==> src/sv/skac_pkg.sv <==
// Shared types, constants and constant tables for the soft-knee compressor.
`default_nettype none
package skac_pkg;

    localparam int SAMPLE_BITS      = 24;
    localparam int GAIN_TABLE_DEPTH = 1024;
    localparam int GAIN_IDX_BITS    = $clog2(GAIN_TABLE_DEPTH);

    localparam int P_W     = $clog2(SAMPLE_BITS);
    localparam int MAG_W   = P_W + 16;
    localparam int LPROD_W = MAG_W + 19;
    localparam int X_W     = 17;
    localparam int GR_W    = 14;
    localparam int K_W     = 12;
    localparam int MANT_W  = 31;
    localparam int MANT_FRAC = 30;

    localparam int SQ_STEPS  = 16;
    localparam int DIV_STEPS = K_W;
    localparam int CNT_W     = 4;
    localparam int MIDX_W    = $clog2(GAIN_IDX_BITS);

    localparam int ADDR_W = 5;
    localparam int DATA_W = 32;

    localparam logic [18:0]                DB_PER_LOG2_Q16 = 19'd394566;
    localparam logic [21:0]                LOG2_PER_DB_Q24 = 22'd2786635;
    localparam logic signed [X_W-1:0]      SILENCE_DB      = -17'sd25600;
    localparam logic [GR_W-1:0]            GR_MAX          = 14'd16383;
    localparam logic [15:0]                DIV10_RECIP     = 16'd52429;

    typedef enum logic [2:0] {
        REG_THRESHOLD = 3'd0,
        REG_KNEE      = 3'd1,
        REG_SLOPE     = 3'd2,
        REG_ATTACK    = 3'd3,
        REG_RELEASE   = 3'd4,
        REG_MAKEUP    = 3'd5,
        REG_USE_KEY   = 3'd6
    } t_reg_idx;

    typedef struct packed {
        logic signed [14:0] threshold_db;
        logic [11:0]        knee_width_db;
        logic [15:0]        comp_slope;
        logic [23:0]        attack_coeff;
        logic [23:0]        release_coeff;
        logic [12:0]        makeup_db;
        logic               use_key;
    } t_cfg;

    typedef enum logic [4:0] {
        OP_NONE,
        OP_LOAD,
        OP_ENV_MUL,
        OP_ENV_UPD,
        OP_NORM,
        OP_SQ,
        OP_LVL_MUL,
        OP_LVL,
        OP_GR_PREP,
        OP_GR_MUL,
        OP_DIV_INIT,
        OP_DIV,
        OP_GR_SEL,
        OP_GAIN_MUL,
        OP_GAIN_E,
        OP_MANT,
        OP_MUL_L,
        OP_SAT_L,
        OP_MUL_R,
        OP_SAT_R,
        OP_METER,
        OP_METER_DIV,
        OP_OUT
    } t_op;

    typedef enum logic [4:0] {
        ST_IDLE,
        ST_ENV_MUL,
        ST_ENV_UPD,
        ST_NORM,
        ST_SQ,
        ST_LVL_MUL,
        ST_LVL,
        ST_GR_PREP,
        ST_GR_MUL,
        ST_DIV_INIT,
        ST_DIV,
        ST_GR_SEL,
        ST_GAIN_MUL,
        ST_GAIN_E,
        ST_MANT,
        ST_MUL_L,
        ST_SAT_L,
        ST_MUL_R,
        ST_SAT_R,
        ST_METER,
        ST_METER_DIV,
        ST_OUT
    } t_state;

    typedef struct packed {
        t_op              op;
        logic [CNT_W-1:0] cnt;
    } t_cmd;

    typedef struct packed {
        logic div;
    } t_stat;

    typedef logic [GAIN_IDX_BITS-1:0][MANT_W-1:0] t_roots;

    function automatic logic [63:0] isqrt(input logic [63:0] v);
        logic [63:0] r;
        logic [63:0] b;
        logic [63:0] x;
        r = '0;
        x = v;
        b = 64'd1 << 62;
        for (int i = 0; i < 32; i++) begin
            if (x >= r + b) begin
                x = x - (r + b);
                r = (r >> 1) + b;
            end else begin
                r = r >> 1;
            end
            b = b >> 2;
        end
        return r;
    endfunction

    // 2^(2^-k) in Q1.30 for k = 1.., each the integer root of the previous
    function automatic t_roots calc_roots();
        t_roots      t;
        logic [63:0] r;
        r = 64'd2 << MANT_FRAC;
        for (int k = 0; k < GAIN_IDX_BITS; k++) begin
            r    = isqrt(r << MANT_FRAC);
            t[k] = r[MANT_W-1:0];
        end
        return t;
    endfunction

    localparam t_roots ROOTS = calc_roots();

endpackage
`default_nettype wire

==> src/sv/skac_regs.sv <==
// APB configuration register bank.
`default_nettype none
module skac_regs (
    input  wire logic                          i_clk,
    input  wire logic                          i_rst_n,
    input  wire logic                          psel,
    input  wire logic                          penable,
    input  wire logic                          pwrite,
    input  wire logic [skac_pkg::ADDR_W-1:0]   paddr,
    input  wire logic [skac_pkg::DATA_W-1:0]   pwdata,
    output logic      [skac_pkg::DATA_W-1:0]   prdata,
    output logic                               pready,
    output skac_pkg::t_cfg                     o_cfg
);

    skac_pkg::t_cfg     r_cfg;
    skac_pkg::t_reg_idx w_idx;
    logic               w_wr;

    assign w_idx  = skac_pkg::t_reg_idx'(paddr[4:2]);
    assign w_wr   = psel & penable & pwrite;
    assign pready = 1'b1;
    assign o_cfg  = r_cfg;

    always_ff @(posedge i_clk) begin
        if (!i_rst_n) begin
            r_cfg.threshold_db  <= -15'sd5120;
            r_cfg.knee_width_db <= 12'd768;
            r_cfg.comp_slope    <= 16'd49152;
            r_cfg.attack_coeff  <= 24'd34917;
            r_cfg.release_coeff <= 24'd3495;
            r_cfg.makeup_db     <= 13'd0;
            r_cfg.use_key       <= 1'b0;
        end else if (w_wr) begin
            unique case (w_idx)
                skac_pkg::REG_THRESHOLD: r_cfg.threshold_db  <= signed'(pwdata[14:0]);
                skac_pkg::REG_KNEE:      r_cfg.knee_width_db <= pwdata[11:0];
                skac_pkg::REG_SLOPE:     r_cfg.comp_slope    <= pwdata[15:0];
                skac_pkg::REG_ATTACK:    r_cfg.attack_coeff  <= pwdata[23:0];
                skac_pkg::REG_RELEASE:   r_cfg.release_coeff <= pwdata[23:0];
                skac_pkg::REG_MAKEUP:    r_cfg.makeup_db     <= pwdata[12:0];
                skac_pkg::REG_USE_KEY:   r_cfg.use_key       <= pwdata[0];
                default: ;
            endcase
        end
    end

    always_comb begin
        prdata = '0;
        unique case (w_idx)
            skac_pkg::REG_THRESHOLD: prdata = {17'b0, r_cfg.threshold_db};
            skac_pkg::REG_KNEE:      prdata = {20'b0, r_cfg.knee_width_db};
            skac_pkg::REG_SLOPE:     prdata = {16'b0, r_cfg.comp_slope};
            skac_pkg::REG_ATTACK:    prdata = {8'b0, r_cfg.attack_coeff};
            skac_pkg::REG_RELEASE:   prdata = {8'b0, r_cfg.release_coeff};
            skac_pkg::REG_MAKEUP:    prdata = {19'b0, r_cfg.makeup_db};
            skac_pkg::REG_USE_KEY:   prdata = {31'b0, r_cfg.use_key};
            default:                 prdata = '0;
        endcase
    end

endmodule
`default_nettype wire

==> config.mk <==
export PLATFORM = sky130hd
export DESIGN_NAME = skac_regs
export DESIGN_NICKNAME = d
export VERILOG_FILES = /design/src/sv/skac_pkg.sv /design/src/sv/skac_regs.sv
export SDC_FILE = /design/constraint.sdc
export NUM_CORES = 1
export LEC_CHECK = 0
export BUFFER_PORTS_ARGS = -buffer_cell sky130_fd_sc_hd__buf_2
export CAP_MARGIN = 10
export CORE_ASPECT_RATIO = 1.2
export CORE_MARGIN = 2
export CORE_UTILIZATION = 35
export CTS_BUF_LIST = sky130_fd_sc_hd__clkbuf_4
export CTS_CLUSTER_DIAMETER = 50
export DETAILED_ROUTE_END_ITERATION = 10
export PLACE_DENSITY = 0.58
export SLEW_MARGIN = 20
export SYNTH_ARGS = -nofsm -noshare
export SYNTH_HDL_FRONTEND = slang
export SYNTH_SLANG_ARGS = --single-unit
==> constraint.sdc <==
create_clock -name i_clk -period 1.3 [get_ports i_clk]
set_input_delay 0.13 -clock i_clk [delete_from_list [all_inputs] [get_ports i_clk]]
set_output_delay 0.13 -clock i_clk [all_outputs]
set_load 0.02 [all_outputs]
Yosys cells after proc, flatten, opt, wreduce, memory -nomap -nowiden. Index checks and enable logic that the tools add are counted.

Flip-flop bits (word level): 105. Input port bits: 42. Output and inout port bits: 138. Word-level logic and storage cells: 24.

Equal/unequal tests: 6. Muxes and demuxes: 1. Bitwise logic cells: 2. Reductions and logical operators: 8.

Operators by type and width (count): 24-bit case mux with 7 select lines (1); 2-bit AND reduction (7); 3-bit == test (second input constant) (3); 3-bit by 2-bit == test with 1-bit output (second input constant) (2); 3-bit by 1-bit == test with 1-bit output (second input constant) (1); 3-bit logical NOT (1); 1-bit bitwise AND (2).

Logic depth before layout (Yosys ltp).
Depth after elaboration: 3. Depth in mapped cells: 6. Depth with buffers taken out: 3.

Worst setup path before layout. Ideal clock, no wire load.

Kind: input to output. Start point: input port paddr[2] in the netlist's numbering. End point: output port prdata[10] in the netlist's numbering. Data arrival time: 1.182 ns. Required time: 1.170 ns. Setup slack: -0.012 ns. Stages on the path: 5. Buffers on the path: 3. Cell sequence: buf_4 buf_4 buf_4 mux2i_1 o221ai_1.

Longest elaborated chain between the ends: 2. Elaborated cells on any way between the ends: 8. Classes of those cells: 6 x eq/ne; 1 x mux; 1 x reduce/logical.

RTL lines: start, declared (line skac_regs.sv:9) `input wire logic [skac_pkg::ADDR_W-1:0] paddr,`; 3-bit == test (tied with other cells) (line skac_regs.sv:50) `unique case (w_idx)`; 24-bit case mux with 7 select lines * (line skac_regs.sv:50); end, declared (line skac_regs.sv:11) `output logic [skac_pkg::DATA_W-1:0] prdata,`.

Mark *: on every way between the ends. The rest lies on a longest branch, timed or not.

Worst setup path in the final report.
Start point: register r_cfg (netlist bit o_cfg[0]). End point: output port prdata[0] in the netlist's numbering.

Longest elaborated chain between the ends: 1.

RTL lines: start, declared (line skac_regs.sv:16) `skac_pkg::t_cfg r_cfg;`; 24-bit case mux with 7 select lines (line skac_regs.sv:50).

Every way passes these cells.

==> reports/results.ini <==
[clock_tree]
clock_latency_ns = 0.47
cts_tree = built
cts_root_buf = clkbuf_4
htree_levels = 3
cts_buffer_depth = 2
clock-sinks = 105
numCtsBuffers = 9
cts.clk_slew.worst_paths_ns = 0.16

[timing]
setup_tns_ns = -4.37
finalCritPeriodShare_pct = 141
rsz0062_at_grt = true
drv_slew = 0
max_freq_ghz = 0.547
setup-violations-final = 21
hold_ws_ns = 0.0367
hold_viol = 0
min_period_ns = 1.83
finalClockSkew_ns = 0
worst_slack_ns = -0.529

[worst_hold_path]
worstHoldPathType = in -> reg

[power]
ir_drop_v = 0.000375
p_per_area_nw_per_um2 = 778
leakagePower_nw = 3.39
switching_share_pct = 28.8
intPower_w = 0.00402
combPwrFrac_pct = 15.8
p_switching_w = 0.00163
power_frac_seq_pct = 57.8
power_frac_clock_pct = 26.4

[synth]
synth.top_cells.by_count = 118 x mux2i_1, 111 x nand2_1, 105 x dfxtp_1, 19 x clkbuf_1, 17 x nor2b_1
synth_top_cell_area_share_pct = 42.5
synthFlopType = dfxtp_1
synth-edff-count = 0
yosysWarnings = 0
seq_area_frac_synth_pct = 42.5
syn_inst = 511
ys_async_sr_fraction_pct = 0
synth_cell_types = 36
syn_area_per_cell_um2 = 9.67
synthesis.area_um2 = 4940
ys_top_cells_by_area = dfxtp_1 43%, mux2i_1 24%, nand2_1 8.4%
yosys.cell_count.top_type = mux2i_1
synth_largest_area_cell = dfxtp_1
synth-seq-cells = 105

[finish]
utilization_pct = 52.5
largest_reg_flops = 105
antenna_cells = 0
drive_above_1_share_pct = 47.8
layout.nets = 797
area_growth_pct = 46.8

[critical_path]
cp-end-kind = output pin
cp_max_fo = 2
arrival_ns = 1.70
worstSetupStartpointType = flip-flop
path_class = reg -> out
cp.required_ns = 1.17

[place]
gp_congestion = 0.818
hpwl_um = 11200
io_buffers = 160

[global_routing]
grt_antenna_before_repair = 0
grt_busiest_layer = met2
overflow = 0
grt_pass1_vias = 4717
gr-usage-met1_pct = 26.2
grt_usage_pct = 21.1
grt_use_met3_pct = 4.52
grt_use_met2_pct = 36.4
grt_max_degree = 55
grt_pass1_wl_um = 25100

[routing]
postRouteAntennaNets = 0
drtIter0Drc = 241
vias_per_cell = 5.08
vias = 4721
drt_wl_total_um = 16300
wl_per_cell_um = 17.5
drc_errors = 0
drt_pass1_iterations = 4

[floorplan]
die_h_um = 134
die_x_um = 112
initial_core_util_pct = 35.8
coreArea_um2 = 13800
rows = 47
dieArea_um2 = 15100
ios = 180

[outcome]
violations = setup timing
status = finished, violations left

[flow_run]
cap_viol_max_count = 0

==> power by group through the flow <==
stage	sequential, W	clock [W]	combinational (W)
after floorplan	0.00336	0	0.000424
after global placement	0.00333	0	0.000729
after detailed placement	0.00334	0	0.000738
after CTS	0.00326	0.00154	0.000865
after global routing	0.00327	0.00168	0.000951
final	0.00326	0.00149	0.000894
==> through the flow <==
| step | total power (W) | setup WS (ns) | cell area, um2 | instances |
|---|---|---|---|---|
| 3_5_place_dp | 0.00407 | -0.182 | 6260 | 850 |
| 3_3_place_gp | 0.00406 | -0.0900 | 6260 | 850 |
| 2_1_floorplan | 0.00379 | -0.00649 | 5010 | 518 |
| 6_report | 0.00565 | -0.529 | 7260 | 930 |
| 5_1_grt | 0.00590 | -0.583 | 7260 | 930 |
| 4_1_cts | 0.00567 | -0.557 | 7110 | 920 |
==> final cells by class <==
type | count | area, um2
Sequential cell | 105 | 2170
Tap cell | 171 | 214
Clock inverter | 6 | 36.3
Fill cell | 1264 | 6560
Inverter | 5 | 18.8
Clock buffer | 9 | 67.6
Timing Repair Buffer | 277 | 2050
Multi-Input combinational cell | 357 | 2700
==> critical path, stage by stage, from the launching register on <==
cell and delay (ns):
dfxtp_2 0.35, mux4_2 0.45, mux2_4 0.30, buf_6 0.13
==> metal layers <==
layer	routed length, um	vias up
met2	8220	155
met1	6960	2301
li1	-	2250
met5	0	-
met4	172	0
met3	911	15
==> timing repair <==
item                                    CTS  global route
buffers inserted                         32            10
pin swaps                                13            12
gates cloned                              1             0
endpoints found under the setup margin   24            32
gates resized for setup                 113            25
hold buffers                             22             0
endpoints found under the hold margin    66             0
==> kinds of logic after synthesis <==
logic type / after synthesis / share of synthesized area, %
other cells: 2 / 0.152
flops: 105 / 42.5
simple gates: 163 / 15.7
compound gates: 55 / 7.95
mux: 130 / 26.9
buf+inv: 56 / 6.83
==> worst paths after layout <==
kind / from / endpoint / slack [ns] / cells past startpoint
max: o_cfg[0] / prdata[0] / -0.53 / 3
min: pwdata[4] / o_cfg[94] / 0.04 / 3
min reg2reg: o_cfg[61] / o_cfg[61] / 0.48 / 2
max reg2reg: o_cfg[43] / o_cfg[43] / 0.47 / 3
==> cell usage in the layout, fill, tap and decap left out, drive strengths merged, types with 5 or more instances in the layout <==
cell type,n
nand2b,5
a22o,8
o221ai,8
o21ai,17
a22oi,8
or3,7
dfxtp,105
clkinv,5
conb,9
nor2,5
buf,252
mux2i,118
nor2b,17
nand2,112
clkbuf,12
dlygate4sd3,22
nand3,12
mux2,11
inv,5
Power figures use the tool's default switching activity.
