==> config.mk <==
export PLATFORM = sky130hd
export DESIGN_NAME = skac_ctrl
export DESIGN_NICKNAME = d
export VERILOG_FILES = /design/src/sv/skac_pkg.sv /design/src/sv/skac_ctrl.sv
export SDC_FILE = /design/constraint.sdc
export NUM_CORES = 1
export LEC_CHECK = 0
export BUFFER_PORTS_ARGS = -buffer_cell sky130_fd_sc_hd__buf_2
export CORE_MARGIN = 5
export CORE_UTILIZATION = 51
export CTS_CLUSTER_DIAMETER = 150
export DETAILED_ROUTE_END_ITERATION = 16
export PLACE_DENSITY = 0.76
export SLEW_MARGIN = 0
export SYNTH_ARGS = -nofsm -noshare
export SYNTH_HDL_FRONTEND = slang
export SYNTH_SLANG_ARGS = --single-unit
==> constraint.sdc <==
create_clock -name i_clk -period 1.9 [get_ports i_clk]
set_input_delay 0.095 -clock i_clk [delete_from_list [all_inputs] [get_ports i_clk]]
set_output_delay 0.095 -clock i_clk [all_outputs]
set_load 0.03 [all_outputs]
==> src/sv/skac_pkg.sv <==
// Shared types, constants and constant tables for the soft-knee compressor.
`default_nettype none
package skac_pkg;

    localparam int SAMPLE_BITS      = 24;
    localparam int GAIN_TABLE_DEPTH = 1024;
    localparam int GAIN_IDX_BITS    = $clog2(GAIN_TABLE_DEPTH);

    localparam int P_W     = $clog2(SAMPLE_BITS);
    localparam int MAG_W   = P_W + 16;
    localparam int LPROD_W = MAG_W + 19;
    localparam int X_W     = 17;
    localparam int GR_W    = 14;
    localparam int K_W     = 12;
    localparam int MANT_W  = 31;
    localparam int MANT_FRAC = 30;

    localparam int SQ_STEPS  = 16;
    localparam int DIV_STEPS = K_W;
    localparam int CNT_W     = 4;
    localparam int MIDX_W    = $clog2(GAIN_IDX_BITS);

    localparam int ADDR_W = 5;
    localparam int DATA_W = 32;

    localparam logic [18:0]                DB_PER_LOG2_Q16 = 19'd394566;
    localparam logic [21:0]                LOG2_PER_DB_Q24 = 22'd2786635;
    localparam logic signed [X_W-1:0]      SILENCE_DB      = -17'sd25600;
    localparam logic [GR_W-1:0]            GR_MAX          = 14'd16383;
    localparam logic [15:0]                DIV10_RECIP     = 16'd52429;

    typedef enum logic [2:0] {
        REG_THRESHOLD = 3'd0,
        REG_KNEE      = 3'd1,
        REG_SLOPE     = 3'd2,
        REG_ATTACK    = 3'd3,
        REG_RELEASE   = 3'd4,
        REG_MAKEUP    = 3'd5,
        REG_USE_KEY   = 3'd6
    } t_reg_idx;

    typedef struct packed {
        logic signed [14:0] threshold_db;
        logic [11:0]        knee_width_db;
        logic [15:0]        comp_slope;
        logic [23:0]        attack_coeff;
        logic [23:0]        release_coeff;
        logic [12:0]        makeup_db;
        logic               use_key;
    } t_cfg;

    typedef enum logic [4:0] {
        OP_NONE,
        OP_LOAD,
        OP_ENV_MUL,
        OP_ENV_UPD,
        OP_NORM,
        OP_SQ,
        OP_LVL_MUL,
        OP_LVL,
        OP_GR_PREP,
        OP_GR_MUL,
        OP_DIV_INIT,
        OP_DIV,
        OP_GR_SEL,
        OP_GAIN_MUL,
        OP_GAIN_E,
        OP_MANT,
        OP_MUL_L,
        OP_SAT_L,
        OP_MUL_R,
        OP_SAT_R,
        OP_METER,
        OP_METER_DIV,
        OP_OUT
    } t_op;

    typedef enum logic [4:0] {
        ST_IDLE,
        ST_ENV_MUL,
        ST_ENV_UPD,
        ST_NORM,
        ST_SQ,
        ST_LVL_MUL,
        ST_LVL,
        ST_GR_PREP,
        ST_GR_MUL,
        ST_DIV_INIT,
        ST_DIV,
        ST_GR_SEL,
        ST_GAIN_MUL,
        ST_GAIN_E,
        ST_MANT,
        ST_MUL_L,
        ST_SAT_L,
        ST_MUL_R,
        ST_SAT_R,
        ST_METER,
        ST_METER_DIV,
        ST_OUT
    } t_state;

    typedef struct packed {
        t_op              op;
        logic [CNT_W-1:0] cnt;
    } t_cmd;

    typedef struct packed {
        logic div;
    } t_stat;

    typedef logic [GAIN_IDX_BITS-1:0][MANT_W-1:0] t_roots;

    function automatic logic [63:0] isqrt(input logic [63:0] v);
        logic [63:0] r;
        logic [63:0] b;
        logic [63:0] x;
        r = '0;
        x = v;
        b = 64'd1 << 62;
        for (int i = 0; i < 32; i++) begin
            if (x >= r + b) begin
                x = x - (r + b);
                r = (r >> 1) + b;
            end else begin
                r = r >> 1;
            end
            b = b >> 2;
        end
        return r;
    endfunction

    // 2^(2^-k) in Q1.30 for k = 1.., each the integer root of the previous
    function automatic t_roots calc_roots();
        t_roots      t;
        logic [63:0] r;
        r = 64'd2 << MANT_FRAC;
        for (int k = 0; k < GAIN_IDX_BITS; k++) begin
            r    = isqrt(r << MANT_FRAC);
            t[k] = r[MANT_W-1:0];
        end
        return t;
    endfunction

    localparam t_roots ROOTS = calc_roots();

endpackage
`default_nettype wire

==> src/sv/skac_ctrl.sv <==
// Sequencer that steps the datapath through one item and owns the handshakes.
`default_nettype none
module skac_ctrl (
    input  wire logic          i_clk,
    input  wire logic          i_rst_n,
    input  wire logic          i_in_valid,
    output logic               o_in_ready,
    output logic               o_out_valid,
    input  wire logic          i_out_ready,
    input  skac_pkg::t_stat    i_stat,
    output skac_pkg::t_cmd     o_cmd
);

    skac_pkg::t_state           r_state, n_state;
    logic [skac_pkg::CNT_W-1:0] r_cnt, n_cnt;
    logic                       r_out_valid, n_out_valid;

    always_ff @(posedge i_clk) begin
        if (!i_rst_n) begin
            r_state     <= skac_pkg::ST_IDLE;
            r_cnt       <= '0;
            r_out_valid <= 1'b0;
        end else begin
            r_state     <= n_state;
            r_cnt       <= n_cnt;
            r_out_valid <= n_out_valid;
        end
    end

    assign o_out_valid = r_out_valid;

    always_comb begin
        n_state     = r_state;
        n_cnt       = r_cnt;
        n_out_valid = r_out_valid & ~i_out_ready;
        o_in_ready  = 1'b0;
        o_cmd.op    = skac_pkg::OP_NONE;
        o_cmd.cnt   = r_cnt;
        unique case (r_state)
            skac_pkg::ST_IDLE: begin
                o_in_ready = 1'b1;
                if (i_in_valid) begin
                    o_cmd.op = skac_pkg::OP_LOAD;
                    n_state  = skac_pkg::ST_ENV_MUL;
                end
            end
            skac_pkg::ST_ENV_MUL: begin
                o_cmd.op = skac_pkg::OP_ENV_MUL;
                n_state  = skac_pkg::ST_ENV_UPD;
            end
            skac_pkg::ST_ENV_UPD: begin
                o_cmd.op = skac_pkg::OP_ENV_UPD;
                n_state  = skac_pkg::ST_NORM;
            end
            skac_pkg::ST_NORM: begin
                o_cmd.op = skac_pkg::OP_NORM;
                n_cnt    = '0;
                n_state  = skac_pkg::ST_SQ;
            end
            skac_pkg::ST_SQ: begin
                o_cmd.op = skac_pkg::OP_SQ;
                n_cnt    = r_cnt + 1'b1;
                if (r_cnt == skac_pkg::CNT_W'(skac_pkg::SQ_STEPS - 1)) begin
                    n_state = skac_pkg::ST_LVL_MUL;
                end
            end
            skac_pkg::ST_LVL_MUL: begin
                o_cmd.op = skac_pkg::OP_LVL_MUL;
                n_state  = skac_pkg::ST_LVL;
            end
            skac_pkg::ST_LVL: begin
                o_cmd.op = skac_pkg::OP_LVL;
                n_state  = skac_pkg::ST_GR_PREP;
            end
            skac_pkg::ST_GR_PREP: begin
                o_cmd.op = skac_pkg::OP_GR_PREP;
                n_state  = skac_pkg::ST_GR_MUL;
            end
            skac_pkg::ST_GR_MUL: begin
                o_cmd.op = skac_pkg::OP_GR_MUL;
                // knee region needs the divide by the knee width
                n_state  = i_stat.div ? skac_pkg::ST_DIV_INIT : skac_pkg::ST_GR_SEL;
            end
            skac_pkg::ST_DIV_INIT: begin
                o_cmd.op = skac_pkg::OP_DIV_INIT;
                n_cnt    = '0;
                n_state  = skac_pkg::ST_DIV;
            end
            skac_pkg::ST_DIV: begin
                o_cmd.op = skac_pkg::OP_DIV;
                n_cnt    = r_cnt + 1'b1;
                if (r_cnt == skac_pkg::CNT_W'(skac_pkg::DIV_STEPS - 1)) begin
                    n_state = skac_pkg::ST_GR_SEL;
                end
            end
            skac_pkg::ST_GR_SEL: begin
                o_cmd.op = skac_pkg::OP_GR_SEL;
                n_state  = skac_pkg::ST_GAIN_MUL;
            end
            skac_pkg::ST_GAIN_MUL: begin
                o_cmd.op = skac_pkg::OP_GAIN_MUL;
                n_state  = skac_pkg::ST_GAIN_E;
            end
            skac_pkg::ST_GAIN_E: begin
                o_cmd.op = skac_pkg::OP_GAIN_E;
                n_cnt    = '0;
                n_state  = skac_pkg::ST_MANT;
            end
            skac_pkg::ST_MANT: begin
                o_cmd.op = skac_pkg::OP_MANT;
                n_cnt    = r_cnt + 1'b1;
                if (r_cnt == skac_pkg::CNT_W'(skac_pkg::GAIN_IDX_BITS - 1)) begin
                    n_state = skac_pkg::ST_MUL_L;
                end
            end
            skac_pkg::ST_MUL_L: begin
                o_cmd.op = skac_pkg::OP_MUL_L;
                n_state  = skac_pkg::ST_SAT_L;
            end
            skac_pkg::ST_SAT_L: begin
                o_cmd.op = skac_pkg::OP_SAT_L;
                n_state  = skac_pkg::ST_MUL_R;
            end
            skac_pkg::ST_MUL_R: begin
                o_cmd.op = skac_pkg::OP_MUL_R;
                n_state  = skac_pkg::ST_SAT_R;
            end
            skac_pkg::ST_SAT_R: begin
                o_cmd.op = skac_pkg::OP_SAT_R;
                n_state  = skac_pkg::ST_METER;
            end
            skac_pkg::ST_METER: begin
                o_cmd.op = skac_pkg::OP_METER;
                n_state  = skac_pkg::ST_METER_DIV;
            end
            skac_pkg::ST_METER_DIV: begin
                o_cmd.op = skac_pkg::OP_METER_DIV;
                n_state  = skac_pkg::ST_OUT;
            end
            skac_pkg::ST_OUT: begin
                if (!r_out_valid || i_out_ready) begin
                    o_cmd.op    = skac_pkg::OP_OUT;
                    n_out_valid = 1'b1;
                    n_state     = skac_pkg::ST_IDLE;
                end
            end
            default: n_state = skac_pkg::ST_IDLE;
        endcase
    end

endmodule
`default_nettype wire

======== Word level (Yosys, flattened, before mapping) ========
Index checks and enable logic that the tools add are counted.
word-level totals
  register bits after elaboration ......... 10
  bits of input ports ..................... 5
  output and inout bits ................... 11
  word-level logic and storage cells ...... 56
operators by class
  add/sub/neg operators ................... 1
  equal/unequal tests ..................... 29
  mux-type cells .......................... 14
  bitwise gates (word level) .............. 2
  reductions and logical operators ........ 7
operators with widths
  operator             count
  $pmux 5 s22          2
  $eq 5x4->1 const B   8
  $eq 5x5->1 const B   6
  $mux 5               6
  $eq 5x3->1 const B   4
  $eq 4x4->1 const B   3
  $eq 5x2->1 const B   2
  $ne 2x2->1 const B   5
  $pmux 4 s2           1
  $reduce_or 3->1      2
  $eq 5x1->1 const B   1
  $logic_not 5->1      1
  $reduce_and 5->1     1
  $add 4x1->4 const B  1
  $mux 1               4
  $mux 2               1
  $reduce_bool 2->1    1
  $and 1x1->1          1
  $logic_not 1->1      1
  $logic_or 1x1->1     1
  $not 1->1            1

======== Longest topological paths before layout ========
  depth in word-level cells ............... 4
  gate-level depth with buffers ........... 6
  depth with buffers taken out ............ 6

======== Worst setup path after synthesis ========
Ideal clock, no wire load.
  path kind ............................... register to output
  from .................................... reg r_state[0]
  to ...................................... out o_cmd[5] (netlist name)
  data arrival time ....................... 1.730 ns
  data required time ...................... 1.805 ns
  setup slack ............................. 0.075 ns
  cell stages (with the launch flop) ...... 5
  buffers on the path ..................... 2
  cells stage by stage .................... dfxtp_1 -> clkbuf_1 -> clkbuf_1 -> a21oi_1 -> a221oi_1
RTL lines
  item                      line             source
  start: declaration        skac_ctrl.sv:14  skac_pkg::t_state r_state, n_state;
  start signal: assignment  skac_ctrl.sv:20  r_state <= skac_pkg::ST_IDLE;
  start signal: assignment  skac_ctrl.sv:24  r_state <= n_state;
  end: declaration          skac_ctrl.sv:11  output skac_pkg::t_cmd o_cmd

==> results by stage <==
CTS:
- Buffers inserted during clock tree synthesis total 3.
- The longest clock path from root to sink contains 2 buffers.
- The buffer type at the clock tree root is clkbuf_4.
- Hold repair after CTS inserted 0 buffers.
- The total setup buffers inserted after CTS is 0.
- The depth of the CTS H-tree is 1.
- At the later pin of the worst-skew pair, clock insertion delay measures approximately 0.26 ns.
- TritonCTS built the clock tree.
- The clock sink total is 10.
- The number of gates resized after cts is 0.
- Clock-pin slew was measured on the worst setup and hold paths at 0.06 ns.

Drt:
- The number of detailed-routing iterations run before antenna repair is 4.
- For this block, the via count after detailed routing is between 700 and 800.
- Dividing the detail-routed via count by the number of cells gives around 6.1.
- The remaining antenna violation count after routing is 0.
- After detailed routing, the number of remaining DRC violations is 0.
- The mean routed wirelength per cell is 13.9 um.
- The total wire length is 1710 um.
- The detailed router finished its first iteration with 21 violations.

Finish:
- The final cell area excluding filler cells is about 830 sq um.
- The count of placed standard cells in the final layout, fillers left out is between 100 and 150.
- The number of nets in the final layout is between 100 and 150.
- The post-route netlist has between 20% and 30% of its cells at a drive strength greater than 1.
- The utilization after layout is 62.8%.
- Compared with the post-synthesis result, the final layout area differs by 14.4%.
- The number of inserted diodes is 0.

GRT:
- Summed over all layers, the global routing overflow is 0.
- The initial antenna violation count is 0.
- The overall track demand over capacity in global routing is a little under a fifth.
- The wire length of the first global-routing pass is 2850 um.
- The pin count of the biggest net entering global routing is 19.
- The via count of the first global-routing pass is 636.

Job:
- The count of maximum capacitance violations is 0.

Timing:
- The final critical path time including I/O delays and setup is 1.74 ns.
- Dividing the final minimum period by the clock period gives just over 90%.
- For the pin with the worst max-slew slack, the measured transition is 0.487 ns.
- The final max-slew violation count came to 0.
- The final-layout setup total negative slack is 0 ns.
- Setup repair after global routing left no endpoint under its margin.
- Headroom to the max-slew limit came out at 67.5%.
- Derived from the worst setup path, the maximum achievable clock frequency is between 500 and 600 MHz.
- The final hold violation count was 0.
- The total setup violations reported at the end of the flow is 0.
- The clock tree skew after final layout is 0.00378 ns.

Critical path:
- The worst setup path is captured at an output port.
- Along the worst path, the maximum fanout reaches 18.
- The critical path goes through buf_4 -> a21boi_0 -> o221ai_1 -> a21oi_1 -> buf_2.
- The critical path class is reg -> out.
- The startpoint type of the worst setup path is a flip-flop.
- For the worst setup path, the data arrival time is 1.64 ns.
- The cell class contributing the biggest share of worst-path delay is compound AO/OA/AOI/OAI gates.
- The buffers plus inverters on the worst setup path is 2.
- The largest single stage delay on the critical path is between 0.3 and 0.4 ns.
- At the worst endpoint, the required time is approximately 1.8 ns.
- Among all stages on the critical path, the largest delay is contributed by dfxtp_1.

Pwr:
- The internal portion of total power is 0.000334 W.
- The power share of the sequential group is around 48%.
- The analysis attributes to net switching a power of between 0.00015 and 0.0002 W.
- The switching share of power is about 32%.
- The clock network is responsible for between 20% and 30% of the overall power.
- The share of total power dissipated in combinational logic is 23.2%.
- The total power divided by cell area is 598 nW/um^2.
- VDD sags by at most 428 uV.
- Summed over all cells, the static leakage comes to between 0.3 and 0.4 nW.
- The post-route total power is just under 0.0005 W.

Worst hold path:
- The worst min-delay path class is in -> reg.

Yosys:
- In this run the mean area of a mapped cell was 7.61 sq um.
- The synthesized net count is 102.
- The number of distinct standard cells referenced by the synthesized netlist is 35.
- Synthesis produced a netlist whose cell count is 95.
- In this run the cell area of the synthesized design comes to 723 sq um.
- The sequential fraction of the synthesis area is 27.7%.
- The number of register bits inferred by synthesis is 10.
- The yosys synthesis warning count is 0.

Floorplan:
- In this run the count of I/O pins placed on the die edge is 16.
- The die covers around 2300 sq um.
- The placeable core region is roughly 1300 sq um.
- The die extent in y is approximately 48 um.
- The initial standard-cell utilization of the core is between 50 and 60%.
- The die outline width is ~48 um.
- After floorplanning, the core was divided into 13 placement rows.

Placed design:
- In this run the tool buffered the top-level ports with 15 buffer cells.
- The cell area after placement is a little over 800 sq um.
- Routability-driven placement finished with a final weighted congestion of 0.789.
- The number of placed instances, taps included, is 120.
- Summed over all nets, the half-perimeter wirelength after detailed placement is approximately 1200 um.

Status:
- The flow ran to the end, and the final reports show no timing, DRC or antenna violations.
## metrics by stage
stage	worst slack, ns	hold slack [ns]
floorplan	0.0748	0.213
detailed placement	0.228	0.320
global placement	0.268	0.320
CTS	0.172	0.0397
global route	0.0348	0.0630
finish	0.163	0.0521
## final timing paths
kind                            startpoint         end  slack (ns)  depth (start not counted)
worst max-delay path            r_state[2]    o_cmd[6]        0.16                          5
worst min-delay path               i_rst_n  r_state[4]        0.05                          2
worst max register to register  r_state[1]    r_cnt[2]        0.20                          4
worst min register to register    r_cnt[1]    r_cnt[1]        0.54                          2
## flip-flops by register name, indices dropped and copies added (netlist names)
signal       count
o_out_valid      1
r_state          5
r_cnt            4
## per-layer routing
metal | track usage, % | up-vias | wire, um | share of wire (%)
met1 | 22.9 | 347 | 777 | 46
met5 | 0 | - | 0 | 0
li1 | - | 372 | - | -
met2 | 27.3 | 21 | 781 | 46
met3 | 7.14 | 6 | 111 | 6.5
met4 | 8.06 | 0 | 34 | 2.0
## cell usage after synthesis
cell type | n | area share (%)
mux2i_1 | 1 | 1.4
buf_6 | 1 | 1.6
a211oi_4 | 1 | 2.8
or3_1 | 1 | 0.87
nand2_1 | 6 | 3.1
nor2b_1 | 2 | 1.7
o21ai_0 | 7 | 4.8
buf_2 | 1 | 0.69
nand2b_1 | 10 | 8.7
o22ai_1 | 1 | 0.87
clkinv_1 | 1 | 0.52
nor2_1 | 6 | 3.1
or3b_4 | 1 | 1.6
o21a_1 | 1 | 1.0
ha_1 | 2 | 3.5
nor3b_1 | 1 | 1.0
clkbuf_1 | 7 | 3.6
dfxtp_1 | 10 | 28
a31oi_1 | 1 | 0.87
nor4_1 | 1 | 0.87
o221ai_1 | 1 | 1.2
a21oi_1 | 10 | 6.9
nand3_1 | 3 | 2.1
nor4b_1 | 1 | 1.2
xor2_1 | 2 | 2.4
inv_1 | 1 | 0.52
a311oi_1 | 2 | 2.4
nor4bb_1 | 1 | 1.4
a211oi_1 | 3 | 3.1
a221oi_1 | 1 | 1.2
a221o_1 | 1 | 1.4
a21o_1 | 1 | 1.0
nor3_1 | 3 | 2.1
nand4_1 | 2 | 1.7
a21boi_0 | 1 | 1.0
## final cells by class
class	count	area, sq um
multi-input cells	74	473
fillers	136	490
well taps	15	18.8
flip-flops and latches	10	200
clock buffers	3	22.5
inverters	2	7.51
repair buffers	19	105
## placed cells by master (no fill, tap or decap), types with 2 or more instances in the layout
cell / count
nand3_1: 3
xor2_1: 2
a21oi_1: 10
nor2b_1: 2
a311oi_1: 2
a211oi_1: 3
ha_1: 2
buf_2: 15
o21ai_0: 7
dfxtp_1: 10
buf_4: 4
clkbuf_4: 3
nand4_1: 2
nor2_1: 6
nor3_1: 3
nand2b_1: 10
nand2_1: 6
## cell families (layout without fill, tap and decap cells)
group / after synthesis / count (layout) / share of synthesized area (%)
AO/OA/AOI/OAI: 31 / 31 / 28.7
XOR/XNOR: 2 / 2 / 2.42
adder cells (fa/ha/maj): 2 / 2 / 3.46
buffers and inverters: 11 / 24 / 6.92
flip-flops: 10 / 10 / 27.7
multiplexers: 1 / 1 / 1.38
AND/OR/NAND/NOR: 38 / 38 / 29.4
## power by group through the flow
| stage | Sequential (W) | Combinational [W] | Clock (W) |
|---|---|---|---|
| final | 0.000236 | 0.000115 | 0.000143 |
| after global routing | 0.000238 | 0.000125 | 0.000161 |
| after CTS | 0.000236 | 0.000115 | 0.000149 |
| after detailed placement | 0.000241 | 0.000115 | 0 |
| after global placement | 0.000240 | 0.000113 | 0 |
| after floorplan | 0.000224 | 0.000105 | 0 |
Power figures use the tool's default switching activity.
